### src/hdl/quaternion_vector_rotate_top_defines.svh
// ----------------------------------------------------------------------------
// Quaternion vector rotation assertion macros
// Concurrent assertion helpers, empty when SYNTHESIS is defined.
// ----------------------------------------------------------------------------
`ifndef QUATERNION_VECTOR_ROTATE_TOP_DEFINES_SVH
`define QUATERNION_VECTOR_ROTATE_TOP_DEFINES_SVH

`ifndef SYNTHESIS
`define QVR_ASSERT_IMP(lbl, clk, rst_n, ante, cons, msg) \
    lbl: assert property (@(posedge clk) disable iff (!rst_n) (ante) |-> (cons)) \
        else $error(msg);
`define QVR_ASSERT_NXT(lbl, clk, rst_n, ante, cons, msg) \
    lbl: assert property (@(posedge clk) disable iff (!rst_n) (ante) |=> (cons)) \
        else $error(msg);
`else
`define QVR_ASSERT_IMP(lbl, clk, rst_n, ante, cons, msg)
`define QVR_ASSERT_NXT(lbl, clk, rst_n, ante, cons, msg)
`endif

`endif

### src/hdl/qvr_pkg.sv
// ----------------------------------------------------------------------------
// Quaternion vector rotation package
// Shared indexes and counts for the rotation pipeline.
// ----------------------------------------------------------------------------
`timescale 1ns / 1ps
`default_nettype none

package qvr_pkg;

    localparam int NUM_QUAT   = 4;
    localparam int VEC_DIM    = 3;
    localparam int NUM_MAT    = VEC_DIM * VEC_DIM;
    localparam int NUM_STAGES = 6;

    localparam int Q_W = 0;
    localparam int Q_X = 1;
    localparam int Q_Y = 2;
    localparam int Q_Z = 3;

    localparam int P_WW = 0;
    localparam int P_XX = 1;
    localparam int P_YY = 2;
    localparam int P_ZZ = 3;
    localparam int P_XY = 4;
    localparam int P_XZ = 5;
    localparam int P_YZ = 6;
    localparam int P_WX = 7;
    localparam int P_WY = 8;
    localparam int P_WZ = 9;
    localparam int NUM_PRODS = 10;

endpackage

`default_nettype wire

### src/hdl/qvr_round.sv
// ----------------------------------------------------------------------------
// Accumulate, round and saturate
// Two stages: sums the three products of each row with the rounding half,
// then shifts to the vector format and clips to range.
// ----------------------------------------------------------------------------
`timescale 1ns / 1ps
`default_nettype none

module qvr_round #(
    parameter int QUAT_BITS = 16,
    parameter int VEC_BITS  = 24
) (
    input  logic                                   i_clk,
    input  logic                                   i_en_a,
    input  logic                                   i_en_b,
    input  logic signed [2*QUAT_BITS+VEC_BITS+1:0] i_prod [qvr_pkg::NUM_MAT],
    output logic signed [VEC_BITS-1:0]             o_rot  [qvr_pkg::VEC_DIM],
    output logic                                   o_sat
);

    localparam int PW = 2 * QUAT_BITS + VEC_BITS + 2;
    localparam int AW = PW + 2;
    localparam int SH = 2 * QUAT_BITS - 2;
    localparam logic signed [AW-1:0] HALF =
        $signed({{(AW-SH){1'b0}}, 1'b1, {(SH-1){1'b0}}});
    localparam logic signed [VEC_BITS-1:0] VMAX = $signed({1'b0, {(VEC_BITS-1){1'b1}}});
    localparam logic signed [VEC_BITS-1:0] VMIN = $signed({1'b1, {(VEC_BITS-1){1'b0}}});

    logic signed [AW-1:0]       n_acc [qvr_pkg::VEC_DIM];
    logic signed [AW-1:0]       r_acc [qvr_pkg::VEC_DIM];
    logic signed [VEC_BITS-1:0] n_rot [qvr_pkg::VEC_DIM];
    logic signed [VEC_BITS-1:0] r_rot [qvr_pkg::VEC_DIM];
    logic                       n_sat;
    logic                       r_sat;

    always_comb begin
        for (int c = 0; c < qvr_pkg::VEC_DIM; c++) begin
            n_acc[c] = AW'(i_prod[c*qvr_pkg::VEC_DIM])
                     + AW'(i_prod[c*qvr_pkg::VEC_DIM+1])
                     + AW'(i_prod[c*qvr_pkg::VEC_DIM+2])
                     + HALF;
        end
    end

    always_comb begin
        n_sat = 1'b0;
        for (int c = 0; c < qvr_pkg::VEC_DIM; c++) begin
            if ((&r_acc[c][AW-1:SH+VEC_BITS-1]) || !(|r_acc[c][AW-1:SH+VEC_BITS-1])) begin
                n_rot[c] = $signed(r_acc[c][SH+VEC_BITS-1:SH]);
            end else begin
                n_rot[c] = r_acc[c][AW-1] ? VMIN : VMAX;
                n_sat    = 1'b1;
            end
        end
    end

    always_ff @(posedge i_clk) begin
        if (i_en_a) begin
            r_acc <= n_acc;
        end
        if (i_en_b) begin
            r_rot <= n_rot;
            r_sat <= n_sat;
        end
    end

    assign o_rot = r_rot;
    assign o_sat = r_sat;

endmodule

`default_nettype wire

### config.mk
export PLATFORM = sky130hd
export DESIGN_NAME = qvr_round
export DESIGN_NICKNAME = d
export VERILOG_FILES = /design/src/hdl/quaternion_vector_rotate_top_defines.svh /design/src/hdl/qvr_pkg.sv /design/src/hdl/qvr_round.sv
export SDC_FILE = /design/constraint.sdc
export NUM_CORES = 1
export LEC_CHECK = 0
export BUFFER_PORTS_ARGS = -buffer_cell sky130_fd_sc_hd__buf_4
export CORE_AREA = 2 2 235 237
export CTS_BUF_LIST = sky130_fd_sc_hd__clkbuf_8
export DETAILED_ROUTE_END_ITERATION = 8
export DIE_AREA = 0 0 237 239
export MAX_ROUTING_LAYER = met4
export PLACE_DENSITY_LB_ADDON = 0.1
export SLEW_MARGIN = 20
export SYNTH_ARGS = -nofsm -noshare
export SYNTH_HDL_FRONTEND = slang
export SYNTH_SLANG_ARGS = --single-unit
### constraint.sdc
create_clock -name i_clk -period 7.2 [get_ports i_clk]
set_input_delay 0 -clock i_clk [delete_from_list [all_inputs] [get_ports i_clk]]
set_output_delay 0 -clock i_clk [all_outputs]
set_load 0.005 [all_outputs]
==> flow_summary.json <==
{
  "power_switching_mw": 2.15,
  "rows": 86,
  "io_pins": 598,
  "synth_cell_types": 82,
  "critPathRequiredTime_ps": 7490,
  "setup_ws_ps": 3540,
  "drc_errors": 0,
  "cts_tree": "built",
  "cellLeakagePower_nw": 15.2,
  "dp_hpwl_mm": 49.8,
  "drt_iter0_drc": 698,
  "final_common_cell": "inv_1",
  "seq_power_share_pct": 29.6,
  "postCtsSetupRepairBufs": 0,
  "nets": 3989,
  "vias": 17661,
  "synth_seq_cells": 163,
  "numCtsBuffers": 17,
  "routed_wl_mm": 56.6,
  "place_congestion": 0.907,
  "area_delta_synth_final_pct": 27.0,
  "slew_violations": 0,
  "dp_cells": 3636,
  "crit_arrival_ps": 3950,
  "dieArea_sq_mm": 0.0566,
  "grt_max_degree": 74,
  "postRouteAntennaNets": 0,
  "setup_tns_ps": 0,
  "netlist_area_sq_mm": 0.0212,
  "die_x_microns": 237,
  "ir_drop_mv": 0.105,
  "grt_pass1_vias": 18796,
  "clk_latency_ps": 460,
  "netlist_top_cells_area": "edfxtp_1, ha_1, fa_1, inv_1, a21o_1",
  "die_y_microns": 239,
  "min_path_type": "input port to flop",
  "status": "completed",
  "p_clk_share_pct": 12.8,
  "max_slew_margin_pct": 31.4,
  "pre_cts_slack_ps": 3090,
  "final-seq-area_sq_mm": 0.00489,
  "antenna_found_initial": 1,
  "hold_buffers": 0,
  "yosysTopAreaCell": "edfxtp_1",
  "async_flop_share_pct": 0,
  "firstDrtPassIters": 5,
  "p_sw_share_pct": 41.0,
  "fin_cells": 3669,
  "powerDensity_mw_per_mm2": 195,
  "synth-main-ff-cell": "edfxtp_1",
  "root_buffer": "clkbuf_8",
  "start_kind": "input port",
  "critPathCaptureType": "flop",
  "clkTransAtPathRegs_ps": 110,
  "portBuffers": 597,
  "max_cap_viol_count": 0,
  "ys_seq_area_share_pct": 23.1,
  "syn-instance-count": 2353,
  "grt-ovfl-total": 0,
  "pwr-share-comb_pct": 57.6,
  "synth.avg_cell_area_sq_um": 9.00,
  "setup_viol": 0,
  "ctsHtreeMaxLevel": 4,
  "final_hold_viol_count": 0,
  "drive_gt1_share_pct": 22.7,
  "crit_fanout": 5,
  "synth.top_cell.area_share_pct": 23.1,
  "path_class": "input port to flop",
  "vias_per_cell": 4.81,
  "synth_edf_count": 163,
  "cts.sinks": 163,
  "fillCellCount": 5230,
  "p_int_mw": 3.09,
  "syn_nets": 3391,
  "period_needed_ps": 3660,
  "tightest_slew_ps": 1030,
  "period_share_pct": 50.8,
  "grt_pass1_wl_mm": 91.9,
  "yosysWarnings": 0,
  "core_area_sq_mm": 0.0543,
  "skew_ps": 17.5,
  "initial_utilization_pct": 39.0,
  "cts-resized-gates": 0,
  "post_drt_wl_per_cell_microns": 15.4,
  "max_freq_mhz": 273,
  "clk_path_buf_depth": 2,
  "rsz0062_at_grt": "false",
  "grt_util_all_layers_pct": 20.7,
  "multi_input_area_sq_mm": 0.0133,
  "final_cell_mix": "inv_1, buf_4, ha_1"
}
==> flip-flops by register name (all words and copies together) (netlist names) <==
name and count:
r_acc 90, o_rot 72, o_sat 1
==> worst max-delay path, cell delays in order <==
cell      delay (ps)
buf_4             80
inv_1             40
fa_1             530
inv_1             50
ha_1             280
ha_1             340
nand3_1          160
or4_1            570
nor2_1           140
nor4b_1           60
a31oi_1          420
a21oi_1          270
o311a_1          460
a21o_1           250
a311oi_2         270
==> logic make-up (layout without fill, tap and decap cells) <==
| logic type | after synthesis | in the layout | synth area share (%) |
|---|---|---|---|
| muxes | 1 | 1 | 0.0532 |
| DFF | 163 | 163 | 23.1 |
| other | 0 | 1 | 0 |
| adders and majority gates | 513 | 513 | 36.4 |
| and+or+nand+nor | 299 | 299 | 7.03 |
| xor gates and xnor gates | 85 | 85 | 3.52 |
| buffers and inverters | 800 | 1411 | 14.2 |
| AOI/OAI and AO/OA | 492 | 492 | 15.7 |
==> final cells by class <==
cell class / count / share of cell area [%]
timing repair buffer: 602 / 16.8
inverter: 777 / 10.8
antenna: 1 / 0.00930
sequential: 163 / 18.2
multi-input combinational: 1390 / 49.4
clock buffer: 17 / 0.870
tap: 704 / 3.27
clock inverter: 15 / 0.591
==> metrics by stage <==
step                hold WS (ps)  power (mW)  utilization, %  instance area [sq um]
CTS                         21.6        5.29            49.5                  26900
detailed placement           400        4.59            48.8                  26500
global route                41.0        5.73            49.5                  26900
global placement             399        4.57            48.8                  26500
finish                      34.4        5.23            49.5                  26900
floorplan                    112        3.57               -                  21200
==> synthesized netlist by cell type, drive strengths merged (15+ instances only) <==
library cell	instances
inv	777
ha	342
fa	171
edfxtp	163
a21oi	147
a21o	126
nand2	82
o21ai	80
nor2	63
xnor2	47
nand3	44
xor2	38
nand4	34
a31oi	23
clkbuf	22
o21bai	18
and3	15
==> worst paths after layout <==
check | from | end | slack (ps) | cells past startpoint
setup / recovery | i_prod[372] | r_acc[179] | 3540 | 15
hold / removal | i_en_a | r_acc[90] | 30 | 1
setup reg to reg | r_acc[119] | o_rot[31] | 5150 | 5
hold reg to reg | r_acc[95] | o_rot[29] | 520 | 1
==> power by group through the flow <==
stage / Sequential (mW) / Clock (mW) / Combinational [mW]
floorplan: 1.56 / 0 / 2.01
global placement: 1.57 / 0 / 3.00
detailed placement: 1.58 / 0 / 3.02
CTS: 1.55 / 0.692 / 3.04
global route: 1.58 / 0.730 / 3.42
finish: 1.55 / 0.669 / 3.01
==> metal layers <==
metal | track usage [%] | vias up | wire length [microns]
li1 | - | 8820 | -
met1 | 25.6 | 8357 | 24800
met2 | 36.1 | 427 | 28200
met3 | 2.25 | 57 | 2300
met4 | 5.62 | 0 | 1260
met5 | - | - | 0
No activity file was read; power rests on OpenSTA's default activity.
